File: src/hdl/drs_pkg.sv
package drs_pkg;

    localparam int ID_W      = 16;
    localparam int TIME_W    = 32;
    localparam int CYL_W     = 16;
    localparam int ADR_W     = 32;
    localparam int PROC_W    = 16;
    localparam int POL_W     = 2;
    localparam int CNT_OUT_W = 5;
    localparam int APB_AW    = 3;
    localparam int APB_DW    = 32;
    localparam int KEY_W     = 1 + CYL_W + TIME_W;

    localparam logic [POL_W-1:0] POL_FCFS = 2'd0;
    localparam logic [POL_W-1:0] POL_SSTF = 2'd1;

    localparam logic REG_POLICY = 1'b0;

    typedef struct packed {
        logic [ID_W-1:0]   id;
        logic [TIME_W-1:0] arrival;
        logic [CYL_W-1:0]  cylinder;
        logic [ADR_W-1:0]  address;
        logic [PROC_W-1:0] process;
    } t_entry;

    typedef struct packed {
        logic             valid;
        logic             first;
        logic [CYL_W-1:0] head;
        logic             up;
        logic [POL_W-1:0] policy;
    } t_pick_ctl;

    typedef enum logic [2:0] {
        ST_IDLE,
        ST_SCAN,
        ST_LAST,
        ST_TAKE,
        ST_SHIFT,
        ST_MVLAST,
        ST_RESP
    } t_state;

endpackage

File: src/hdl/disk_request_scheduler_unit.sv
// Disk request scheduler: one request in service plus a queue of QUEUE_DEPTH
// waiting requests, chosen by FCFS, SSTF or LOOK per the policy register.
// An item is taken when start is high and busy is low; its single result is
// shown for exactly one cycle with o_done high and must be captured then, as
// the block cannot be stalled. An arrival's result follows in the cycle after
// its transfer, as does that of a completion with an empty queue. A completion
// with queued requests first has one compare unit walk the queue memory one
// slot per cycle through its single read port; when the chosen request is not
// the last queued one, the later slots then move down one per cycle through
// the same port.
module disk_request_scheduler_unit #(
    parameter int QUEUE_DEPTH = 16
) (
    input  logic                           i_clk,
    input  logic                           i_rst_n,

    input  logic                           start,
    output logic                           busy,

    input  logic                           psel,
    input  logic                           penable,
    input  logic                           pwrite,
    input  logic [drs_pkg::APB_AW-1:0]     paddr,
    input  logic [drs_pkg::APB_DW-1:0]     pwdata,
    output logic [drs_pkg::APB_DW-1:0]     prdata,
    output logic                           pready,

    input  logic                           i_mode,
    input  logic [drs_pkg::ID_W-1:0]       i_new_request_id,
    input  logic [drs_pkg::TIME_W-1:0]     i_new_arrival_time,
    input  logic [drs_pkg::CYL_W-1:0]      i_new_cylinder,
    input  logic [drs_pkg::ADR_W-1:0]      i_new_address,
    input  logic [drs_pkg::PROC_W-1:0]     i_new_process,
    input  logic [drs_pkg::CYL_W-1:0]      i_head_cylinder,
    input  logic                           i_scan_direction,

    output logic                           o_done,
    output logic                           o_busy_res,
    output logic [drs_pkg::ID_W-1:0]       o_served_id,
    output logic [drs_pkg::TIME_W-1:0]     o_served_arrival_time,
    output logic [drs_pkg::CYL_W-1:0]      o_served_cylinder,
    output logic [drs_pkg::ADR_W-1:0]      o_served_address,
    output logic [drs_pkg::PROC_W-1:0]     o_served_process,
    output logic [drs_pkg::CNT_OUT_W-1:0]  o_waiting_count,
    output logic                           o_dropped
);
    import drs_pkg::*;

    localparam int IDX_W = (QUEUE_DEPTH > 1) ? $clog2(QUEUE_DEPTH) : 1;
    localparam int CNT_W = $clog2(QUEUE_DEPTH + 1);
    localparam int EXT_W = CNT_W + CNT_OUT_W;

    t_state            r_state;
    t_state            n_state;
    logic [POL_W-1:0]  r_policy;
    logic [CNT_W-1:0]  r_count;
    logic [CNT_W-1:0]  r_ptr;
    logic [CYL_W-1:0]  r_head;
    logic              r_up;
    logic              r_act_busy;
    t_entry            r_act;
    logic              r_drop;
    logic              r_scan_v;
    logic [IDX_W-1:0]  r_scan_idx;
    logic              r_mv_v;
    logic [IDX_W-1:0]  r_mv_addr;

    logic              w_accept;
    logic              w_full;
    logic              w_cfg_wr;
    logic              w_ram_we;
    logic [IDX_W-1:0]  w_ram_waddr;
    t_entry            w_ram_wdata;
    t_entry            w_ram_rdata;
    t_entry            w_new;
    t_pick_ctl         w_pick_ctl;
    logic [IDX_W-1:0]  w_best_idx;
    t_entry            w_best_entry;
    logic [CNT_W-1:0]  w_best_next;
    logic [EXT_W-1:0]  w_cnt_ext;

    assign w_accept    = start && !busy;
    assign w_full      = r_count == CNT_W'(QUEUE_DEPTH);
    assign w_cfg_wr    = psel && penable && pwrite && pready && (paddr[2] == REG_POLICY);
    assign w_new       = '{id:       i_new_request_id,
                           arrival:  i_new_arrival_time,
                           cylinder: i_new_cylinder,
                           address:  i_new_address,
                           process:  i_new_process};
    assign w_best_next = CNT_W'(w_best_idx) + CNT_W'(1);

    assign w_ram_we    = (w_accept && !i_mode && r_act_busy && !w_full) || r_mv_v;
    assign w_ram_waddr = r_mv_v ? r_mv_addr : r_count[IDX_W-1:0];
    assign w_ram_wdata = r_mv_v ? w_ram_rdata : w_new;

    assign w_pick_ctl  = '{valid:  r_scan_v,
                           first:  r_scan_idx == '0,
                           head:   r_head,
                           up:     r_up,
                           policy: r_policy};

    drs_ram #(
        .DEPTH (QUEUE_DEPTH),
        .IDX_W (IDX_W)
    ) u_ram (
        .i_clk   (i_clk),
        .i_we    (w_ram_we),
        .i_waddr (w_ram_waddr),
        .i_wdata (w_ram_wdata),
        .i_raddr (r_ptr[IDX_W-1:0]),
        .o_rdata (w_ram_rdata)
    );

    drs_pick #(
        .IDX_W (IDX_W)
    ) u_pick (
        .i_clk        (i_clk),
        .i_ctl        (w_pick_ctl),
        .i_idx        (r_scan_idx),
        .i_entry      (w_ram_rdata),
        .o_best_idx   (w_best_idx),
        .o_best_entry (w_best_entry)
    );

    always_comb begin
        n_state = r_state;
        case (r_state)
            ST_IDLE: begin
                if (w_accept) begin
                    n_state = (i_mode && (r_count != '0)) ? ST_SCAN : ST_RESP;
                end
            end
            ST_SCAN: begin
                if (r_ptr == r_count - CNT_W'(1)) begin
                    n_state = ST_LAST;
                end
            end
            ST_LAST:  n_state = ST_TAKE;
            ST_TAKE:  n_state = (w_best_next == r_count) ? ST_RESP : ST_SHIFT;
            ST_SHIFT: begin
                if (r_ptr == r_count) begin
                    n_state = ST_MVLAST;
                end
            end
            ST_MVLAST: n_state = ST_RESP;
            ST_RESP:   n_state = ST_IDLE;
            default:   n_state = ST_IDLE;
        endcase
    end

    always_comb begin
        busy   = r_state != ST_IDLE;
        o_done = r_state == ST_RESP;
    end

    always_ff @(posedge i_clk) begin
        if (!i_rst_n) begin
            r_state    <= ST_IDLE;
            r_policy   <= POL_FCFS;
            r_count    <= '0;
            r_ptr      <= '0;
            r_act_busy <= 1'b0;
            r_act      <= '0;
            r_drop     <= 1'b0;
            r_scan_v   <= 1'b0;
            r_mv_v     <= 1'b0;
        end else begin
            r_state  <= n_state;
            r_scan_v <= r_state == ST_SCAN;
            r_mv_v   <= r_state == ST_SHIFT;
            if (w_cfg_wr) begin
                r_policy <= pwdata[POL_W-1:0];
            end
            case (r_state)
                ST_IDLE: begin
                    if (w_accept) begin
                        r_ptr <= '0;
                        if (!i_mode) begin
                            r_drop <= r_act_busy && w_full;
                            if (!r_act_busy) begin
                                r_act_busy <= 1'b1;
                                r_act      <= w_new;
                            end else if (!w_full) begin
                                r_count <= r_count + CNT_W'(1);
                            end
                        end else begin
                            r_drop <= 1'b0;
                            if (r_count == '0) begin
                                r_act_busy <= 1'b0;
                                r_act      <= '0;
                            end
                        end
                    end
                end
                ST_SCAN:  r_ptr <= r_ptr + CNT_W'(1);
                ST_TAKE: begin
                    r_act_busy <= 1'b1;
                    r_act      <= w_best_entry;
                    r_count    <= r_count - CNT_W'(1);
                    r_ptr      <= w_best_next;
                end
                ST_SHIFT: r_ptr <= r_ptr + CNT_W'(1);
                default: ;
            endcase
        end
    end

    always_ff @(posedge i_clk) begin
        r_scan_idx <= r_ptr[IDX_W-1:0];
        r_mv_addr  <= r_ptr[IDX_W-1:0] - IDX_W'(1);
        if (w_accept) begin
            r_head <= i_head_cylinder;
            r_up   <= i_scan_direction;
        end
    end

    assign pready = 1'b1;
    assign prdata = (paddr[2] == REG_POLICY) ? APB_DW'(r_policy) : '0;

    assign w_cnt_ext             = EXT_W'(r_count);
    assign o_busy_res            = r_act_busy;
    assign o_served_id           = r_act.id;
    assign o_served_arrival_time = r_act.arrival;
    assign o_served_cylinder     = r_act.cylinder;
    assign o_served_address      = r_act.address;
    assign o_served_process      = r_act.process;
    assign o_waiting_count       = w_cnt_ext[CNT_OUT_W-1:0];
    assign o_dropped             = r_drop;

endmodule

File: src/hdl/drs_ram.sv
module drs_ram #(
    parameter int DEPTH = 16,
    parameter int IDX_W = 4
) (
    input  logic             i_clk,
    input  logic             i_we,
    input  logic [IDX_W-1:0] i_waddr,
    input  drs_pkg::t_entry  i_wdata,
    input  logic [IDX_W-1:0] i_raddr,
    output drs_pkg::t_entry  o_rdata
);
    import drs_pkg::*;

    t_entry r_mem [DEPTH];
    t_entry r_rdata;

    always_ff @(posedge i_clk) begin
        if (i_we) begin
            r_mem[i_waddr] <= i_wdata;
        end
    end

    always_ff @(posedge i_clk) begin
        r_rdata <= r_mem[i_raddr];
    end

    assign o_rdata = r_rdata;

endmodule

File: src/hdl/drs_pick.sv
module drs_pick #(
    parameter int IDX_W = 4
) (
    input  logic               i_clk,
    input  drs_pkg::t_pick_ctl i_ctl,
    input  logic [IDX_W-1:0]   i_idx,
    input  drs_pkg::t_entry    i_entry,
    output logic [IDX_W-1:0]   o_best_idx,
    output drs_pkg::t_entry    o_best_entry
);
    import drs_pkg::*;

    logic [CYL_W-1:0]  w_dist;
    logic              w_above;
    logic              w_below;
    logic              w_ahead;
    logic [KEY_W-1:0]  w_key;
    logic              w_take;

    logic [KEY_W-1:0]  r_best_key;
    logic [IDX_W-1:0]  r_best_idx;
    t_entry            r_best_entry;

    always_comb begin
        w_above = i_entry.cylinder > i_ctl.head;
        w_below = i_entry.cylinder < i_ctl.head;
        w_dist  = w_above ? (i_entry.cylinder - i_ctl.head) : (i_ctl.head - i_entry.cylinder);
        w_ahead = i_ctl.up ? w_above : w_below;
        case (i_ctl.policy)
            POL_FCFS: w_key = {1'b0, {CYL_W{1'b0}}, i_entry.arrival};
            POL_SSTF: w_key = {1'b0, w_dist, i_entry.arrival};
            default:  w_key = {!w_ahead, w_dist,
                               w_ahead ? {TIME_W{1'b0}} : i_entry.arrival};
        endcase
        w_take = i_ctl.valid && (i_ctl.first || (w_key < r_best_key));
    end

    always_ff @(posedge i_clk) begin
        if (w_take) begin
            r_best_key   <= w_key;
            r_best_idx   <= i_idx;
            r_best_entry <= i_entry;
        end
    end

    assign o_best_idx   = r_best_idx;
    assign o_best_entry = r_best_entry;

endmodule

File: config.mk
export PLATFORM = sky130hd
export DESIGN_NAME = disk_request_scheduler_unit
export DESIGN_NICKNAME = d
export VERILOG_FILES = /design/src/hdl/drs_pkg.sv /design/src/hdl/disk_request_scheduler_unit.sv /design/src/hdl/drs_ram.sv /design/src/hdl/drs_pick.sv
export SDC_FILE = /design/constraint.sdc
export NUM_CORES = 2
export LEC_CHECK = 0
export BUFFER_PORTS_ARGS = -buffer_cell sky130_fd_sc_hd__buf_2
export CORE_AREA = 2 2 400 402
export CTS_CLUSTER_DIAMETER = 120
export DETAILED_ROUTE_END_ITERATION = 16
export DIE_AREA = 0 0 402 404
export GPL_ROUTABILITY_DRIVEN = 0
export MAX_ROUTING_LAYER = met4
export PLACE_DENSITY = 0.77
export SYNTH_ARGS = -nofsm -noshare
export SYNTH_HDL_FRONTEND = slang
export SYNTH_SLANG_ARGS = --single-unit
File: constraint.sdc
create_clock -name i_clk -period 12.2 [get_ports i_clk]
set_input_delay 2.44 -clock i_clk [delete_from_list [all_inputs] [get_ports i_clk]]
set_output_delay 2.44 -clock i_clk [all_outputs]
set_load 0.005 [all_outputs]
==> results.sh <==
export IMPL_outcome="completed"
export IMPL_finalWorstSetupSlack_ns=5.627
export IMPL_antenna_left=0
export IMPL_clock_skew_ns=0.05447
export IMPL_ctsResizeCount=0
export IMPL_routedWlPerCell_um=29.43
export IMPL_drt_drc_violations_left=0
export IMPL_clock_sinks=2225
export IMPL_drt_vias_per_instance=6.308
export IMPL_synth_top_family_by_area="multiplexers"
export IMPL_synth_cell_types=72
export IMPL_yosysSeqAreaShare=0.7448
export IMPL_core_region_area_um2=157800
export IMPL_synthSimpleGateAreaFrac=0.02949
export IMPL_yosys_register_bits=2225
export IMPL_holdWs_ns=0.3846
export IMPL_report_final_setup_viol=0
export IMPL_fillers=10570
export IMPL_hp_class="flip-flop to flip-flop"
export IMPL_post_synth_instance_area_um2=86340
export IMPL_worstSkewPairLatency_ns=0.84
export IMPL_pin_count_of_the_biggest_net_entering_global_routing=172
export IMPL_worst_ir_drop_vdd_mv=0.1613
export IMPL_port_buffer_count=261
export IMPL_std_cell_rows=146
export IMPL_dpl_hpwl_mm=102.5
export IMPL_cts_setup_buffers=0
export IMPL_hold_path_startpoint="u_ram.o_rdata[28]$_DFF_P_"
export IMPL_layout_core_utilization=0.6162
export IMPL_maximum_operating_frequency_ghz=0.1521
export IMPL_synthMuxAreaShare=0.1627
export IMPL_critPathRequiredTime_ns=12.64
export IMPL_die_width_um=402
export IMPL_post_dp_cell_area_um2=89950
export IMPL_setup_worst_path_start_class="flip-flop"
export IMPL_crit_path_start="u_ram.o_rdata[48]$_DFF_P_"
export IMPL_critPathMaxFanout=120
export IMPL_cts_htree_levels=4
export IMPL_antenna_found_initial=13
export IMPL_critical_path_class="flip-flop to flip-flop"
export IMPL_area_delta_synth_final_pct=12.65
export IMPL_slew_violations=0
export IMPL_clk_path_buf_depth=3
export IMPL_fin_area_um2=97260
export IMPL_dr_total_vias=43200
export IMPL_floorplan_die_area_um2=162400
export IMPL_first_global_vias=43690
export IMPL_grt_setup_unrepaired="no"
export IMPL_async_flop_share=0
export IMPL_netlist_top_cell_by_area="sky130_fd_sc_hd__edfxtp_1"
export IMPL_fraction_of_post_synthesis_cell_area_in_the_top_cell_type_by_area=0.6866
export IMPL_worst_slew_margin_rel=0.1263
export IMPL_cp_data_arrival_time_ns=7.02
export IMPL_post_cts_hold_buffer_count=0
export IMPL_groute_usage_overall=0.2567
export IMPL_number_of_flops_mapped_to_enable_cells_by_yosys=1974
export IMPL_layout_cells_most_common="sky130_fd_sc_hd__edfxtp_1"
export IMPL_power_leakage_nw=31.16
export IMPL_start_util=0.5470
export IMPL_synth_compound_area_frac=0.02919
export IMPL_cts_tree="built"
export IMPL_post_synth_inst_count=4277
export IMPL_total_instance_count_after_detailed_placement=6438
export IMPL_worstMarginPinSlew_ns=1.297
export IMPL_preCtsSetupSlack_ns=5.621
export IMPL_cts_buffers=211
export IMPL_path_clk_slew_ns=0.06
export IMPL_period_minus_slack_ns=6.573
export IMPL_p_per_area_nw_per_um2=218.3
export IMPL_post_route_cells_drive_above_1_share=0.2888
export IMPL_final_hold_viol_count=0
export IMPL_yosys_warnings=0
export IMPL_critPathCaptureType="flip-flop"
export IMPL_netlist_top_cells_area="sky130_fd_sc_hd__edfxtp_1 (69%), sky130_fd_sc_hd__mux4_2 (15%), sky130_fd_sc_hd__dfxtp_1 (5.8%), sky130_fd_sc_hd__mux2_2 (1.5%), sky130_fd_sc_hd__ha_1 (1.2%)"
export IMPL_setup_tns_ns=0
export IMPL_max_cap_violations=0
export IMPL_num_nets_final=4836
export IMPL_post_synth_cell_area_avg_um2=20.19
export IMPL_cts_root_buffer_cell="sky130_fd_sc_hd__clkbuf_16"
export IMPL_chipHeight_um=404
export IMPL_r2r_start="u_ram.o_rdata[48]$_DFF_P_"
export IMPL_dr_pass1_iters=6
export IMPL_count_of_placed_standard_cells_in_the_final_layout_fillers_left_out=6849
export IMPL_totalPowerFinal_mw=21.23
export IMPL_final_period_utilization=0.5388
export IMPL_synthesized_area_fraction_occupied_by_adder_cells=0.01264
export IMPL_grt_pass1_wl_mm=294.0
export IMPL_detailedRoute_firstIterationViolations=5492
export IMPL_route_final_wire_length_mm=201.5
export IMPL_globalRoute_totalOverflow=0
export IMPL_top_level_pins=325
export IMPL_primary_ff_master_synth="sky130_fd_sc_hd__edfxtp_1"
export IMPL_commonest_cells_after_routing_fill_and_taps_aside="sky130_fd_sc_hd__edfxtp_1 (1974), sky130_fd_sc_hd__mux4_2 (560), sky130_fd_sc_hd__buf_2 (260), sky130_fd_sc_hd__dfxtp_1 (246), sky130_fd_sc_hd__clkbuf_16 (213)"
export IMPL_area_share_of_xor_xnor_cells_in_the_synthesized_design=0.002942
-- layer usage --
metal / global-route usage / share of wire / up-vias
met4: 0.07255 / 0.025 / 0
met2: 0.4033 / 0.49 / 2277
met3: 0.05940 / 0.094 / 345
met1: 0.3408 / 0.39 / 22540
li1: - / - / 18040
met5: - / 0 / -
-- final timing paths --
kind                                       endpoint  cells past startpoint  slack [ns]
setup / recovery  u_pick.o_best_entry[20]$_DFFE_PP_                     21        5.63
hold / removal    u_pick.o_best_entry[28]$_DFFE_PP_                      0        0.38
setup reg to reg  u_pick.o_best_entry[20]$_DFFE_PP_                     21        5.63
hold reg to reg   u_pick.o_best_entry[28]$_DFFE_PP_                      0        0.38
-- sequential cells by signal, summed over array words and instances, names as in the netlist, 2 cells and up --
register	cells
u_pick.o_best_idx	4
u_ram.o_rdata	112
u_pick.r_best_key	49
o_served_id	16
o_served_cylinder	16
o_served_address	32
r_state	3
u_ram.r_mem	1792
o_served_arrival_time	32
r_mv_addr	4
r_policy	2
r_scan_idx	4
r_ptr	5
o_served_process	16
u_pick.o_best_entry	112
o_waiting_count	5
r_head	16
-- worst max-delay path: stages (launching register included) --
cell and delay [ns]:
sky130_fd_sc_hd__dfxtp_1 0.41, sky130_fd_sc_hd__inv_1 0.09, sky130_fd_sc_hd__ha_1 0.16, sky130_fd_sc_hd__inv_1 0.05, sky130_fd_sc_hd__fa_1 0.42, sky130_fd_sc_hd__a211oi_1 0.33
sky130_fd_sc_hd__o211ai_1 0.20, sky130_fd_sc_hd__and3_1 0.21, sky130_fd_sc_hd__or3_1 0.39, sky130_fd_sc_hd__a21oi_4 0.16, sky130_fd_sc_hd__buf_4 0.39, sky130_fd_sc_hd__nor2b_1 0.12
sky130_fd_sc_hd__ha_1 0.31, sky130_fd_sc_hd__a21o_1 0.18, sky130_fd_sc_hd__a21o_1 0.17, sky130_fd_sc_hd__a21oi_1 0.23, sky130_fd_sc_hd__o21ai_0 0.16, sky130_fd_sc_hd__o21ai_0 0.42
sky130_fd_sc_hd__a21oi_1 0.18, sky130_fd_sc_hd__a21oi_4 0.13, sky130_fd_sc_hd__buf_4 0.53, sky130_fd_sc_hd__buf_12 0.74
-- cells by family (layout without fill, tap and decap cells) --
kind of cell               after synthesis  count (layout)
AOI/OAI and AO/OA                      396             396
xor gates and xnor gates                29              29
adders and majority gates               86              86
buffers and inverters                  372             831
DFF                                   2225            2225
muxes                                  689             689
other                                    2              43
and+or+nand+nor                        478             478
-- power by group --
group | total, mW | switching (mW) | internal (mW)
clock | 6.81 | 2.86 | 3.95
combinational | 4.64 | 2.55 | 2.09
sequential | 9.77 | 0.478 | 9.30
total | 21.2 | 5.89 | 15.3
-- synth_stat cells, types with 4 or more instances --
cell and n:
sky130_fd_sc_hd__edfxtp_1 1974, sky130_fd_sc_hd__mux4_2 560, sky130_fd_sc_hd__dfxtp_1 251, sky130_fd_sc_hd__nor2_1 190, sky130_fd_sc_hd__clkbuf_1 176, sky130_fd_sc_hd__a21oi_1 166, sky130_fd_sc_hd__a211oi_1 124, sky130_fd_sc_hd__nor3b_1 117
sky130_fd_sc_hd__mux2_2 113, sky130_fd_sc_hd__inv_1 97, sky130_fd_sc_hd__ha_1 84, sky130_fd_sc_hd__nand2_1 47, sky130_fd_sc_hd__nor2b_1 35, sky130_fd_sc_hd__buf_1 34, sky130_fd_sc_hd__o21ai_0 34, sky130_fd_sc_hd__buf_4 32
sky130_fd_sc_hd__buf_2 29, sky130_fd_sc_hd__a21o_1 17, sky130_fd_sc_hd__nand3_1 17, sky130_fd_sc_hd__xnor2_1 17, sky130_fd_sc_hd__mux2i_1 16, sky130_fd_sc_hd__nand4_1 16, sky130_fd_sc_hd__nor3_1 16, sky130_fd_sc_hd__xor2_1 12
sky130_fd_sc_hd__nand2b_1 10, sky130_fd_sc_hd__and2_1 6, sky130_fd_sc_hd__o22ai_1 6, sky130_fd_sc_hd__and3_1 5, sky130_fd_sc_hd__o211ai_1 5, sky130_fd_sc_hd__o21a_1 5, sky130_fd_sc_hd__or2_2 4
-- final cells by class --
cell class                 count  area (µm²)  area share
clock inverter               128        1604     0.01649
timing repair buffer         333        1924     0.01979
sequential                  2225       64320      0.6613
tap                         2072        2592     0.02666
inverter                      99       376.6    0.003872
clock buffer                 271        5678     0.05838
multi-input combinational   1709       20730      0.2132
antenna                       12       30.03   0.0003088
Note: power is estimated with default switching activity, not from simulation.
